### src/sv/acl_pkg.sv
// ============================================================================
// acl_pkg
// Shared constants, types and helper functions for the fully associative
// cache tag store with LRU or FIFO replacement.
// ============================================================================
package acl_pkg;

    // Store geometry.
    localparam int ENTRIES    = 16;
    localparam int ADDR_WIDTH = 32;

    // Fixed field widths of the access and result items.
    localparam int FIELD_W = 32;
    localparam int CNT_W   = 32;

    // The tag is the low address bits, never wider than the address field.
    localparam int TAG_W  = (ADDR_WIDTH < FIELD_W) ? ADDR_WIDTH : FIELD_W;
    localparam int IDX_W  = (ENTRIES > 1) ? $clog2(ENTRIES) : 1;
    localparam int AGE_W  = IDX_W;
    localparam int FILL_W = $clog2(ENTRIES + 1);

    // Configuration port.
    localparam int CFG_IDX_W  = 1;
    localparam int CFG_DATA_W = 5;
    localparam int CMP_W      = (FILL_W > CFG_DATA_W) ? FILL_W : CFG_DATA_W;

    localparam logic [CFG_IDX_W-1:0] CFG_REPLACE_MODE   = 1'b0;
    localparam logic [CFG_IDX_W-1:0] CFG_ENTRIES_IN_USE = 1'b1;

    localparam logic [CFG_DATA_W-1:0] ENTRIES_IN_USE_RST = 5'd16;

    // Replacement policy codes.
    typedef enum logic
    {
        MODE_LRU  = 1'b0,
        MODE_FIFO = 1'b1
    } mode_t;

    // Controller states.
    typedef enum logic [1:0]
    {
        S_IDLE,
        S_LOOKUP,
        S_UPDATE
    } state_t;

    // Commands from the controller to the datapath.
    typedef struct packed
    {
        logic capture;
        logic lookup;
        logic commit;
    } acl_cmd_t;

    // Status from the datapath to the controller.
    typedef struct packed
    {
        logic out_free;
    } acl_status_t;

    // Index of the lowest set bit of a per-entry vector, zero when none is set.
    function automatic logic [IDX_W-1:0] first_set(input logic [ENTRIES-1:0] vec);
        logic [IDX_W-1:0] idx;
        logic             found;
        idx   = '0;
        found = 1'b0;
        for (int i = 0; i < ENTRIES; i++)
        begin
            if (vec[i] && !found)
            begin
                idx   = IDX_W'(i);
                found = 1'b1;
            end
        end
        return idx;
    endfunction

endpackage

### src/sv/acl_ctrl.sv
// ============================================================================
// acl_ctrl
// Controller state machine: takes one access, runs the lookup and the
// update, and holds the update until the result register is free.
// ============================================================================
module acl_ctrl
(
    input  logic                clk,
    input  logic                rst_n,
    input  logic                in_valid,
    output logic                in_ready,
    input  acl_pkg::acl_status_t status,
    output acl_pkg::acl_cmd_t    cmd
);
    import acl_pkg::*;

    state_t state_reg;
    state_t state_next;

    // State register.
    always_ff @(posedge clk or negedge rst_n)
    begin
        if (!rst_n)
        begin
            state_reg <= S_IDLE;
        end
        else
        begin
            state_reg <= state_next;
        end
    end

    // Next state.
    always_comb
    begin
        state_next = state_reg;
        unique case (state_reg)
            S_IDLE:
            begin
                if (in_valid)
                begin
                    state_next = S_LOOKUP;
                end
            end
            S_LOOKUP:
            begin
                state_next = S_UPDATE;
            end
            S_UPDATE:
            begin
                if (status.out_free)
                begin
                    state_next = S_IDLE;
                end
            end
            default:
            begin
                state_next = S_IDLE;
            end
        endcase
    end

    // Outputs.
    always_comb
    begin
        in_ready    = 1'b0;
        cmd.capture = 1'b0;
        cmd.lookup  = 1'b0;
        cmd.commit  = 1'b0;
        unique case (state_reg)
            S_IDLE:
            begin
                in_ready    = 1'b1;
                cmd.capture = in_valid;
            end
            S_LOOKUP:
            begin
                cmd.lookup = 1'b1;
            end
            S_UPDATE:
            begin
                cmd.commit = status.out_free;
            end
            default:
            begin
                in_ready = 1'b0;
            end
        endcase
    end

endmodule

### src/sv/acl_datapath.sv
// ============================================================================
// acl_datapath
// Tag store, valid bits, ages, fill count, statistics counters,
// configuration registers and the result register.
// ============================================================================
module acl_datapath
(
    input  logic                                 clk,
    input  logic                                 rst_n,
    input  acl_pkg::acl_cmd_t                    cmd,
    output acl_pkg::acl_status_t                 status,
    input  logic                                 cfg_we,
    input  logic [acl_pkg::CFG_IDX_W-1:0]        cfg_index,
    input  logic [acl_pkg::CFG_DATA_W-1:0]       cfg_data,
    input  logic [acl_pkg::FIELD_W-1:0]          access_address,
    output logic                                 out_valid,
    input  logic                                 out_ready,
    output logic                                 was_hit,
    output logic                                 evicted_valid,
    output logic [acl_pkg::FIELD_W-1:0]          evicted_address,
    output logic [acl_pkg::CNT_W-1:0]            total_hits,
    output logic [acl_pkg::CNT_W-1:0]            total_misses
);
    import acl_pkg::*;

    // Configuration registers.
    mode_t                 mode_reg;
    logic [CFG_DATA_W-1:0] cap_cfg_reg;

    // Store state.
    logic [TAG_W-1:0]  tag_reg   [ENTRIES];
    logic [ENTRIES-1:0] valid_reg;
    logic [ENTRIES-1:0] valid_next;
    logic [AGE_W-1:0]  age_reg   [ENTRIES];
    logic [AGE_W-1:0]  age_next  [ENTRIES];
    logic [FILL_W-1:0] fill_reg;
    logic [FILL_W-1:0] fill_next;
    logic [CNT_W-1:0]  hits_reg;
    logic [CNT_W-1:0]  hits_next;
    logic [CNT_W-1:0]  misses_reg;
    logic [CNT_W-1:0]  misses_next;

    // Access in flight and lookup results.
    logic [TAG_W-1:0] addr_reg;
    logic             hit_reg;
    logic [IDX_W-1:0] hit_idx_reg;
    logic [IDX_W-1:0] slot_reg;
    logic             evict_reg;

    // Result register.
    logic             out_valid_reg;
    logic             was_hit_reg;
    logic             ev_valid_reg;
    logic [FIELD_W-1:0] ev_addr_reg;
    logic [FIELD_W-1:0] ev_addr_next;

    // Lookup logic.
    logic [ENTRIES-1:0] match_vec;
    logic [ENTRIES-1:0] oldest_vec;
    logic [ENTRIES-1:0] free_vec;
    logic [CMP_W-1:0]   cap_eff;
    logic [AGE_W-1:0]   oldest_age;
    logic               need_evict;
    logic [AGE_W-1:0]   hit_age;

    // Configuration writes.
    always_ff @(posedge clk or negedge rst_n)
    begin
        if (!rst_n)
        begin
            mode_reg    <= MODE_LRU;
            cap_cfg_reg <= ENTRIES_IN_USE_RST;
        end
        else if (cfg_we)
        begin
            unique case (cfg_index)
                CFG_REPLACE_MODE:   mode_reg    <= mode_t'(cfg_data[0]);
                CFG_ENTRIES_IN_USE: cap_cfg_reg <= cfg_data;
                default:            mode_reg    <= mode_reg;
            endcase
        end
    end

    // Effective capacity: zero acts as one, anything above the store size
    // acts as the store size.
    always_comb
    begin
        cap_eff = CMP_W'(cap_cfg_reg);
        if (cap_eff == '0)
        begin
            cap_eff = CMP_W'(1);
        end
        else if (cap_eff > CMP_W'(ENTRIES))
        begin
            cap_eff = CMP_W'(ENTRIES);
        end
    end

    // Parallel tag compare and victim selection. Valid entries hold the
    // distinct ages 0 to fill-1, so the oldest entry is the one whose age
    // equals fill-1.
    assign oldest_age = AGE_W'(fill_reg - FILL_W'(1));
    assign need_evict = (CMP_W'(fill_reg) >= cap_eff);

    always_comb
    begin
        for (int i = 0; i < ENTRIES; i++)
        begin
            match_vec[i]  = valid_reg[i] && (tag_reg[i] == addr_reg);
            oldest_vec[i] = valid_reg[i] && (age_reg[i] == oldest_age);
            free_vec[i]   = !valid_reg[i];
        end
    end

    // Access capture and lookup registers.
    always_ff @(posedge clk)
    begin
        if (cmd.capture)
        begin
            addr_reg <= access_address[TAG_W-1:0];
        end
        if (cmd.lookup)
        begin
            hit_reg     <= |match_vec;
            hit_idx_reg <= first_set(match_vec);
            slot_reg    <= need_evict ? first_set(oldest_vec) : first_set(free_vec);
            evict_reg   <= !(|match_vec) && need_evict;
        end
    end

    // Store update for the access being committed.
    assign hit_age = age_reg[hit_idx_reg];

    always_comb
    begin
        valid_next   = valid_reg;
        age_next     = age_reg;
        fill_next    = fill_reg;
        hits_next    = hits_reg;
        misses_next  = misses_reg;
        ev_addr_next = '0;
        if (cmd.commit)
        begin
            if (hit_reg)
            begin
                if (hits_reg != '1)
                begin
                    hits_next = hits_reg + CNT_W'(1);
                end
                // In LRU order the hit entry becomes newest and the more
                // recent entries each grow one older.
                if (mode_reg == MODE_LRU)
                begin
                    for (int i = 0; i < ENTRIES; i++)
                    begin
                        if (valid_reg[i] && (age_reg[i] < hit_age))
                        begin
                            age_next[i] = age_reg[i] + AGE_W'(1);
                        end
                    end
                    age_next[hit_idx_reg] = '0;
                end
            end
            else
            begin
                if (misses_reg != '1)
                begin
                    misses_next = misses_reg + CNT_W'(1);
                end
                for (int i = 0; i < ENTRIES; i++)
                begin
                    if (valid_reg[i])
                    begin
                        age_next[i] = age_reg[i] + AGE_W'(1);
                    end
                end
                age_next[slot_reg]   = '0;
                valid_next[slot_reg] = 1'b1;
                if (evict_reg)
                begin
                    ev_addr_next = FIELD_W'(tag_reg[slot_reg]);
                end
                else
                begin
                    fill_next = fill_reg + FILL_W'(1);
                end
            end
        end
    end

    // Control state of the store.
    always_ff @(posedge clk or negedge rst_n)
    begin
        if (!rst_n)
        begin
            valid_reg  <= '0;
            fill_reg   <= '0;
            hits_reg   <= '0;
            misses_reg <= '0;
            for (int i = 0; i < ENTRIES; i++)
            begin
                age_reg[i] <= '0;
            end
        end
        else
        begin
            valid_reg  <= valid_next;
            fill_reg   <= fill_next;
            hits_reg   <= hits_next;
            misses_reg <= misses_next;
            age_reg    <= age_next;
        end
    end

    // Tag store write on a miss.
    always_ff @(posedge clk)
    begin
        if (cmd.commit && !hit_reg)
        begin
            tag_reg[slot_reg] <= addr_reg;
        end
    end

    // Result register: loaded on commit, emptied by an output transfer.
    always_ff @(posedge clk or negedge rst_n)
    begin
        if (!rst_n)
        begin
            out_valid_reg <= 1'b0;
        end
        else if (cmd.commit)
        begin
            out_valid_reg <= 1'b1;
        end
        else if (out_ready)
        begin
            out_valid_reg <= 1'b0;
        end
    end

    always_ff @(posedge clk)
    begin
        if (cmd.commit)
        begin
            was_hit_reg  <= hit_reg;
            ev_valid_reg <= evict_reg;
            ev_addr_reg  <= ev_addr_next;
        end
    end

    assign status.out_free = !out_valid_reg || out_ready;

    assign out_valid       = out_valid_reg;
    assign was_hit         = was_hit_reg;
    assign evicted_valid   = ev_valid_reg;
    assign evicted_address = ev_addr_reg;
    assign total_hits      = hits_reg;
    assign total_misses    = misses_reg;

endmodule

### src/sv/assoc_cache_lru_fifo_replace_unit.sv
// ============================================================================
// assoc_cache_lru_fifo_replace_unit
// Fully associative tag store of up to sixteen addresses with least
// recently used or first in first out replacement and hit/miss counters.
// ============================================================================
// Usage:
// An access address arrives on the input channel (in_valid, in_ready,
// access_address). Each access produces exactly one result on the output
// channel (out_valid, out_ready): hit flag, eviction flag and address, and
// the saturating hit and miss totals including this access.
// An access passes through address capture, the parallel tag compare and
// victim selection, and the store update that also loads the result
// register. The result is shown the cycle after the update; the store
// handles one access at a time and takes no new access until the last one
// has been updated.
// The result register separates the two sides: while a result waits for
// out_ready the block still takes the next access and looks it up, and that
// access is held in its update step until the result register is free.
// Reset clears all valid bits, ages, the fill count and both counters, and
// sets LRU mode with a capacity of sixteen entries. Configuration writes
// through cfg_we, cfg_index and cfg_data take effect on the next clock.
// ============================================================================
module assoc_cache_lru_fifo_replace_unit
(
    input  logic                           clk,
    input  logic                           rst_n,
    input  logic                           cfg_we,
    input  logic [acl_pkg::CFG_IDX_W-1:0]  cfg_index,
    input  logic [acl_pkg::CFG_DATA_W-1:0] cfg_data,
    input  logic                           in_valid,
    output logic                           in_ready,
    input  logic [acl_pkg::FIELD_W-1:0]    access_address,
    output logic                           out_valid,
    input  logic                           out_ready,
    output logic                           was_hit,
    output logic                           evicted_valid,
    output logic [acl_pkg::FIELD_W-1:0]    evicted_address,
    output logic [acl_pkg::CNT_W-1:0]      total_hits,
    output logic [acl_pkg::CNT_W-1:0]      total_misses
);
    import acl_pkg::*;

    acl_cmd_t    cmd;
    acl_status_t status;

    // Sequencing of each access.
    acl_ctrl u_ctrl
    (
        .clk      (clk),
        .rst_n    (rst_n),
        .in_valid (in_valid),
        .in_ready (in_ready),
        .status   (status),
        .cmd      (cmd)
    );

    // Store, counters and result register.
    acl_datapath u_datapath
    (
        .clk             (clk),
        .rst_n           (rst_n),
        .cmd             (cmd),
        .status          (status),
        .cfg_we          (cfg_we),
        .cfg_index       (cfg_index),
        .cfg_data        (cfg_data),
        .access_address  (access_address),
        .out_valid       (out_valid),
        .out_ready       (out_ready),
        .was_hit         (was_hit),
        .evicted_valid   (evicted_valid),
        .evicted_address (evicted_address),
        .total_hits      (total_hits),
        .total_misses    (total_misses)
    );

endmodule

### config.mk
export PLATFORM = sky130hd
export DESIGN_NAME = assoc_cache_lru_fifo_replace_unit
export DESIGN_NICKNAME = d
export VERILOG_FILES = /design/src/sv/acl_pkg.sv /design/src/sv/acl_ctrl.sv /design/src/sv/acl_datapath.sv /design/src/sv/assoc_cache_lru_fifo_replace_unit.sv
export SDC_FILE = /design/constraint.sdc
export NUM_CORES = 2
export LEC_CHECK = 0
export ABC_CLOCK_PERIOD_IN_PS = 4600
export BUFFER_PORTS_ARGS = -buffer_cell sky130_fd_sc_hd__clkbuf_2
export CAP_MARGIN = 20
export CORE_ASPECT_RATIO = 2
export CORE_MARGIN = 1.5
export CORE_UTILIZATION = 53
export CTS_CLUSTER_SIZE = 24
export DETAILED_ROUTE_END_ITERATION = 12
export GPL_TIMING_DRIVEN = 0
export PLACE_DENSITY_LB_ADDON = 0.08
export SYNTH_ARGS = -nofsm -noshare
export SYNTH_HDL_FRONTEND = slang
export SYNTH_SLANG_ARGS = --single-unit
### constraint.sdc
create_clock -name clk -period 4.6 [get_ports clk]
set_input_delay 0 -clock clk [delete_from_list [all_inputs] [get_ports clk]]
set_output_delay 0 -clock clk [all_outputs]
set_load 0.01 [all_outputs]
Word-level counts from Yosys, hierarchy flattened
Memory sizes are Yosys's and may differ from the RTL's. A register that Yosys moved wholly into a read port is not among the register bits.
Index checks and enable logic that the tools add are counted.
{"block": "totals", "inputBits": 43, "ff_bits": 202, "n_memories": 1, "ramBits": 512, "wordCells": 577}
{"block": "classes", "reduce_logical": 178, "addsub": 20, "bitwise": 10, "order_cmp": 24, "muxes": 271, "n_eq_ne": 39}
{"name": "u_datapath.tag_reg", "words": 16, "width": 32, "rd": 17, "rd_clocked_by_memory_dff": 1, "write_ports": 1, "line": "acl_datapath.sv:31", "text": "logic [TAG_W-1:0] tag_reg [ENTRIES];"}
{"op": "2-to-1 mux 4 bit", "count": 133}
{"op": "== test 32 bit", "count": 16}
{"op": "bitwise AND 64 bit", "count": 2}
{"op": "2-to-1 mux 64 bit", "count": 2}
{"op": "inverter 64 bit", "count": 2}
{"op": "2-to-1 mux 1 bit", "count": 103}
{"op": "logical AND 1 bit", "count": 98}
{"op": "adder 32 x 1 -> 32 bit (second input constant)", "count": 2}
{"op": "adder 4 x 1 -> 4 bit (second input constant)", "count": 16}
{"op": "== test 4 bit", "count": 16}
{"op": "< comparator 4 bit", "count": 16}
{"op": "inequality test 32 bit (second input constant)", "count": 2}
{"op": "zero test 1 bit", "count": 63}
{"op": "2-to-1 mux 3 bit", "count": 16}
{"op": "demux 4 bit (select 4 bit)", "count": 2}
{"op": "2-to-1 mux 2 bit", "count": 10}
{"op": "binary-select mux 4 bit (select 4 bit)", "count": 1}
{"op": "OR 16 bit", "count": 1}
{"op": "OR reduction 16 bit", "count": 1}
{"op": "greater-or-equal comparator 5 bit (second input constant)", "count": 2}
{"op": "< comparator 5 x 1 -> 1 bit (second input constant)", "count": 2}
{"op": "2-to-1 mux 5 bit", "count": 2}
{"op": "inverter 4 -> 5 bit", "count": 2}
{"op": "AND reduction 2 bit", "count": 5}
{"op": "other kinds (21)", "count": 27}

Logic depth before layout (Yosys ltp)
{"block": "logic_depth", "ltp_word": 65, "depth_mapped": 15, "depth_no_buf": 13}

By module
From an unflattened synthesis, not the netlist that was laid out.
{"block": "hier_totals", "cells_unflattened": 2772, "area_unflattened_um2": 38669.6}
{"module": "acl_datapath", "n_inst": 1, "area_per_inst_um2": 38574.5, "seq_area_each_um2": 21561.9, "cells_per_inst": 2763}
{"module": "acl_ctrl", "n_inst": 1, "area_per_inst_um2": 95.1, "seq_area_each_um2": 50.0, "cells_per_inst": 9}

Worst setup path before layout
OpenSTA, ideal clock, no wires.
{"block": "synth_timing", "path_kind": "register to register", "startpoint": "register u_ctrl.state_reg[0]", "endpoint": "memory u_datapath.tag_reg[14][0] (netlist name), enable pin", "setup_slack_ns": -0.085, "t_required_ns": 4.179, "arrival_time_ns": 4.264, "stages_incl_launch_ff": 7, "path_buffers": 1, "setup_ns": 0.421, "synth_period_minus_slack_ns": 4.685, "cell_sequence": "dfrtp_1 nand2b_1 nor2b_1 nor2b_1 buf_2 nand3_1 nor2_1"}
{"item": "start, declared", "line": "acl_ctrl.sv:17", "text": "state_t state_reg;"}
{"item": "start signal, assigned", "line": "acl_ctrl.sv:29", "text": "state_reg <= state_next;"}
{"item": "end, declared", "line": "acl_datapath.sv:31"}

Final worst setup path
{"block": "layout_timing", "startpoint": "register u_datapath.addr_reg[25]", "endpoint": "register u_datapath.hit_idx_reg[1] (data pin)"}
{"block": "layout_via", "elab_chain_cells": 63, "word_cells_on_any_way": 105, "cone_classes": "eq/ne: 16; mux: 42; reduce/logical: 47"}
{"item": "start, declared", "line": "acl_datapath.sv:44", "text": "logic [TAG_W-1:0] addr_reg;"}
{"item": "start signal, assigned", "line": "acl_datapath.sv:120", "text": "addr_reg <= access_address[TAG_W-1:0];"}
{"item": "== test 32 bit", "line": "acl_datapath.sv:109", "text": "match_vec[i] = valid_reg[i] && (tag_reg[i] == addr_reg);"}
{"item": "logical AND 1 bit", "line": "acl_datapath.sv:109"}
{"item": "2-to-1 mux 1 bit", "line": "acl_pkg.sv:69", "text": "if (vec[i] && !found)"}
{"item": "2-to-1 mux 1 bit", "line": "acl_datapath.sv:122", "text": "if (cmd.lookup)"}
{"item": "zero test 1 bit", "line": "acl_pkg.sv:69"}
{"item": "logical AND 1 bit", "line": "acl_pkg.sv:69"}
{"item": "2-to-1 mux 1 bit", "line": "acl_pkg.sv:69"}
{"item": "2-to-1 mux 1 bit", "line": "acl_datapath.sv:122"}
{"item": "(+47 left out)"}
{"item": "2-to-1 mux 1 bit", "line": "acl_datapath.sv:122"}
{"item": "zero test 1 bit", "line": "acl_pkg.sv:69"}
{"item": "logical AND 1 bit", "line": "acl_pkg.sv:69"}
{"item": "2-to-1 mux 1 bit", "line": "acl_pkg.sv:69"}
{"item": "2-to-1 mux 1 bit", "line": "acl_datapath.sv:122"}
{"item": "zero test 1 bit", "line": "acl_pkg.sv:69"}
{"item": "logical AND 1 bit", "line": "acl_pkg.sv:69"}
{"item": "OR reduction 2 bit (no source line)"}
{"item": "end signal, assigned", "line": "acl_datapath.sv:125", "text": "hit_idx_reg <= first_set(match_vec);"}
{"item": "end, declared", "line": "acl_datapath.sv:46", "text": "logic [IDX_W-1:0] hit_idx_reg;"}
Parallel ways exist; a longest one is shown, timed or not. The select of a mux whose other input is x is not followed.
A chain may end at the register's enable or synchronous reset.

==> impl_summary.log <==
[metrics] chip height: 387 µm
[metrics] Filler Cell Count: 5585
[metrics] max-cap violations: 0
[metrics] run status: finished, violations left
[metrics] Max clock buf depth: 3
[metrics] critical path peak fanout: 17
[metrics] total congestion overflow: 0
[metrics] number of flip-flops under the largest register name: 512
[metrics] final total power: 25.0 mW
[metrics] minimum clock period after layout: 4.73 ns
[metrics] Final GP Congestion: 1.08
[metrics] worst endpoint data arrival time: 5.28 ns
[metrics] violations in the final reports: setup timing
[metrics] area of combinational cells with multiple inputs: 16900 µm²
[metrics] setup tns final: -0.172 ns
[metrics] cell accounting for the most synthesized area: sky130_fd_sc_hd__edfxtp_1
[metrics] worst path required time: 5.15 ns
[metrics] starting DRC count in detailed routing: 3967
[metrics] fin. max-slew vios: 0
[metrics] final net count: 3356
[metrics] worst hold path type: input pin to flop
[metrics] worst min-delay path endpoint: u_datapath.addr_reg[10]$_DFFE_PP_
[metrics] total track usage: 51.6%
[metrics] via density per instance: 7.19
[metrics] number of register bits inferred by synthesis: 746
[metrics] power per cell area: 555 nW/µm²
[metrics] sequential-to-total area share from yosys stat: 55.2%
[metrics] depth of the CTS H-tree: 3
[metrics] number of synthesized flops with an enable pin: 588
[metrics] maximum number of pins on one net before global-route repair: 96
[metrics] horizontal extent of the die: 195 µm
[metrics] post-route clock period utilization: 103%
[metrics] leading register cell type out of synthesis: sky130_fd_sc_hd__edfxtp_1
[metrics] post-detailed-placement half-perimeter wirelength: 143000 µm
[metrics] Worst Clk Skew: 0.0287 ns
[metrics] Net Count, Synth: 3029
[metrics] initial core utilization: 53.6%
[metrics] fraction of final layout cells sized beyond drive strength 1: 18.7%
[metrics] top-level I/O count: 143
[metrics] number of hold violations in the final report: 0
[metrics] Crit. End Element: flop
[metrics] area share of the leading cell type in the synthesized netlist: 45.1%
[metrics] startpoint of the lowest-slack hold path: access_address[10]
[metrics] Core Util, Final: 61.7%
[metrics] overall die area: 75600 µm²
[metrics] number of antenna violations at the first check in global routing: 16
[metrics] peak clock frequency supported by timing: 0.211 GHz
[metrics] Sequential Area: 21600 µm²
[metrics] DRC violations left: 0
[metrics] largest voltage drop on the vdd net: 0.459 mV
[metrics] number of vias after detailed routing: 30.4k
[metrics] combined area of all synthesized cells: 39200 µm²
[metrics] clock tree from TritonCTS: done
[metrics] root buffer cell: sky130_fd_sc_hd__clkbuf_16
[metrics] synth top area cells: sky130_fd_sc_hd__edfxtp_1, sky130_fd_sc_hd__xnor2_1, sky130_fd_sc_hd__mux4_2, sky130_fd_sc_hd__dfrtp_1, sky130_fd_sc_hd__xor2_1
[metrics] slew at the pin closest to its max-slew limit: 1.34 ns
[metrics] RSZ-0062 raised after global routing: no
[metrics] Async SR Flop Fraction: 21.2%
[metrics] cells on worst reg2reg path: 11
[metrics] number of global-route vias before repair: 30.2k
[metrics] Ys Warns: 0
[metrics] mean post-synth cell area: 13.4 µm²
[metrics] kind of start point of the critical path: flop
[metrics] synthesized instance count: 2913
[metrics] setup slack of the critical path after layout: -0.131 ns
[metrics] clock sink total: 746
[metrics] remaining number of nets flagged by the antenna check after routing: 0
[metrics] capture point of the worst reg-to-reg path: u_datapath.hit_idx_reg[1]$_SDFFCE_PP1N_
[metrics] growth of design area from synthesis to finish: 15.1%
[metrics] minimum setup slack among reg-to-reg paths: -0.13 ns
[metrics] critical register-to-register path startpoint: u_datapath.addr_reg[25]$_DFFE_PP_
[metrics] post-detailed-routing wire length: 189000 µm
[metrics] core region area: 73000 µm²
[metrics] global-route wire length before repair: 260000 µm
[metrics] buffers added on ports: 142
[metrics] LEAKAGE: 15.7 nW
[metrics] clock latency on the worst-skew pair: 0.70 ns
[metrics] standard-cell rows: 140
[metrics] Worst Hold Depth: 2
[metrics] relative slew slack: 10.0%
[metrics] first drt pass iteration count: 6
[metrics] Hold Worst Slack: 0.00670 ns
[metrics] Synth cell types: 67
[metrics] WL per Instance: 44.7 µm
[metrics] number of buffers inserted during clock tree synthesis: 69
[metrics] CP Class: flop to flop
[metrics] total setup violations reported at the end of the flow: 3
[metrics] CTS clock-pin slew for the worst setup and hold paths: 0.07 ns
[worst max path at each step]
stage / start / endpoint / slack, ns / cells past startpoint
after floorplan: u_ctrl.state_reg[0]$_DFFE_PN0P_ / u_datapath.tag_reg[14][0]$_DFFE_PP_ / 0.62 / 6
after global placement: u_ctrl.state_reg[0]$_DFFE_PN0P_ / u_datapath.tag_reg[6][18]$_DFFE_PP_ / -4.07 / 6
after detailed placement: u_datapath.hit_idx_reg[0]$_SDFFCE_PP1N_ / u_datapath.age_reg[27]$_DFFE_PN0P_ / -0.57 / 13
after CTS: u_datapath.addr_reg[18]$_DFFE_PP_ / u_datapath.hit_idx_reg[0]$_SDFFCE_PP1N_ / 0.01 / 12
after global routing: u_datapath.addr_reg[14]$_DFFE_PP_ / u_datapath.hit_idx_reg[0]$_SDFFCE_PP1N_ / 0.04 / 12
final: u_datapath.addr_reg[25]$_DFFE_PP_ / u_datapath.hit_idx_reg[1]$_SDFFCE_PP1N_ / -0.13 / 11
[layout by cell type, fill, tap and decap left out, types with 8 or more instances in the layout]
| cell | count |
|---|---|
| sky130_fd_sc_hd__edfxtp_1 | 588 |
| sky130_fd_sc_hd__xnor2_1 | 478 |
| sky130_fd_sc_hd__mux4_2 | 175 |
| sky130_fd_sc_hd__xor2_1 | 171 |
| sky130_fd_sc_hd__dfrtp_1 | 157 |
| sky130_fd_sc_hd__clkbuf_2 | 146 |
| sky130_fd_sc_hd__nand2_1 | 140 |
| sky130_fd_sc_hd__nand4_1 | 138 |
| sky130_fd_sc_hd__clkbuf_1 | 128 |
| sky130_fd_sc_hd__o21ai_0 | 118 |
| sky130_fd_sc_hd__nand3_1 | 91 |
| sky130_fd_sc_hd__nor2_1 | 86 |
| sky130_fd_sc_hd__a21oi_1 | 83 |
| sky130_fd_sc_hd__ha_1 | 73 |
| sky130_fd_sc_hd__clkbuf_16 | 70 |
| sky130_fd_sc_hd__buf_2 | 50 |
| sky130_fd_sc_hd__nor2b_1 | 49 |
| sky130_fd_sc_hd__nor4_1 | 47 |
| sky130_fd_sc_hd__dlygate4sd3_1 | 47 |
| sky130_fd_sc_hd__inv_1 | 36 |
| sky130_fd_sc_hd__nor3_1 | 33 |
| sky130_fd_sc_hd__nand2b_1 | 26 |
| sky130_fd_sc_hd__buf_12 | 23 |
| sky130_fd_sc_hd__and3_1 | 18 |
| sky130_fd_sc_hd__o211ai_1 | 18 |
| sky130_fd_sc_hd__a31oi_1 | 17 |
| sky130_fd_sc_hd__buf_8 | 17 |
| sky130_fd_sc_hd__nor2_4 | 16 |
| sky130_fd_sc_hd__a41oi_1 | 14 |
| sky130_fd_sc_hd__buf_4 | 14 |
| sky130_fd_sc_hd__xnor2_2 | 12 |
| sky130_fd_sc_hd__clkinv_1 | 12 |
| sky130_fd_sc_hd__diode_2 | 9 |
| sky130_fd_sc_hd__nand3b_1 | 9 |
| sky130_fd_sc_hd__a211oi_2 | 9 |
| sky130_fd_sc_hd__clkinv_2 | 9 |
| sky130_fd_sc_hd__and2_1 | 8 |
| sky130_fd_sc_hd__or2_2 | 8 |
| sky130_fd_sc_hd__o21a_1 | 8 |
[what timing repair did]
item	in CTS	in global routing
resized for setup	9	3
hold endpoints to repair	209	0
hold buffers	48	0
setup buffers	1	0
setup endpoints to repair	73	14
[cells in the mapped netlist, drive strengths merged, types with 4 or more instances]
library cell,instances
ha,73
o211ai,19
nand4,138
xor2,173
a31oi,17
nor4,51
nand3b,9
edfxtp,588
o221ai,5
inv,39
a22oi,7
nor2b,50
nor2,102
mux4,179
nand2,141
nand3,91
or4,7
o21a,8
dfrtp,157
a32oi,7
xnor2,491
nand2b,26
nor3,36
a21oi,87
a211oi,16
buf,58
and4,6
clkbuf,118
and3,18
a21o,7
a41oi,14
or2,9
and2,9
a41o,5
o21ai,118
o32ai,4
mux2,8
o21bai,4
[cell type report]
type	instances	area share [%]
Buffer	173	1.64
Antenna cell	9	0.0500
Multi-Input combinational cell	1952	37.6
Timing Repair Buffer	259	5.02
Sequential cell	746	48.0
Clock inverter	36	0.763
Tap cell	923	2.56
Inverter	39	0.350
Clock buffer	89	4.10
[worst max-delay path, cell delays in order, from the launching register on]
cell and delay, ns:
sky130_fd_sc_hd__edfxtp_1 0.68, sky130_fd_sc_hd__buf_2 0.34, sky130_fd_sc_hd__xnor2_1 0.93, sky130_fd_sc_hd__nand4_1 0.36
sky130_fd_sc_hd__nor4_1 0.82, sky130_fd_sc_hd__nand4_1 0.25, sky130_fd_sc_hd__or4_1 0.66, sky130_fd_sc_hd__nand2_1 0.12
sky130_fd_sc_hd__o21ai_0 0.10, sky130_fd_sc_hd__nand3_1 0.12, sky130_fd_sc_hd__a31oi_1 0.09, sky130_fd_sc_hd__nor2_1 0.11
[power breakdown]
part	total [mW]	internal, mW	leakage [nW]	switching [mW]
clock network	5.85	3.14	1.06	2.71
registers	8.72	7.95	7.35	0.763
logic	10.4	3.76	7.34	6.67
total	25.0	14.9	15.7	10.1
[metrics by stage]
| step | cells | setup slack [ns] | cell area, µm² |
|---|---|---|---|
| 6_report | 4226 | -0.131 | 45100 |
| 5_1_grt | 4218 | 0.0401 | 45000 |
| 4_1_cts | 4200 | 0.0142 | 44800 |
| 3_5_place_dp | 4028 | -0.572 | 42000 |
| 3_3_place_gp | 3978 | -4.07 | 41000 |
| 2_1_floorplan | 2913 | 0.617 | 39200 |
[per-layer routing]
| layer | part of all wire (%) | track usage (%) |
|---|---|---|
| met1 | 27 | 47.3 |
| met2 | 47 | 81.2 |
| met3 | 10 | 18.4 |
| met5 | 0.016 | 2.08 |
| met4 | 16 | 62.0 |
[cells by family after synthesis]
family	after synthesis	share of synthesized area, %
AOI/OAI and AO/OA	328	5.27
xor gates and xnor gates	665	15.0
adders and majority gates	73	2.33
buffers and inverters	215	2.27
DFF	746	55.2
muxes	189	10.6
and+or+nand+nor	697	9.33
Note: power is estimated with default switching activity, not from simulation.
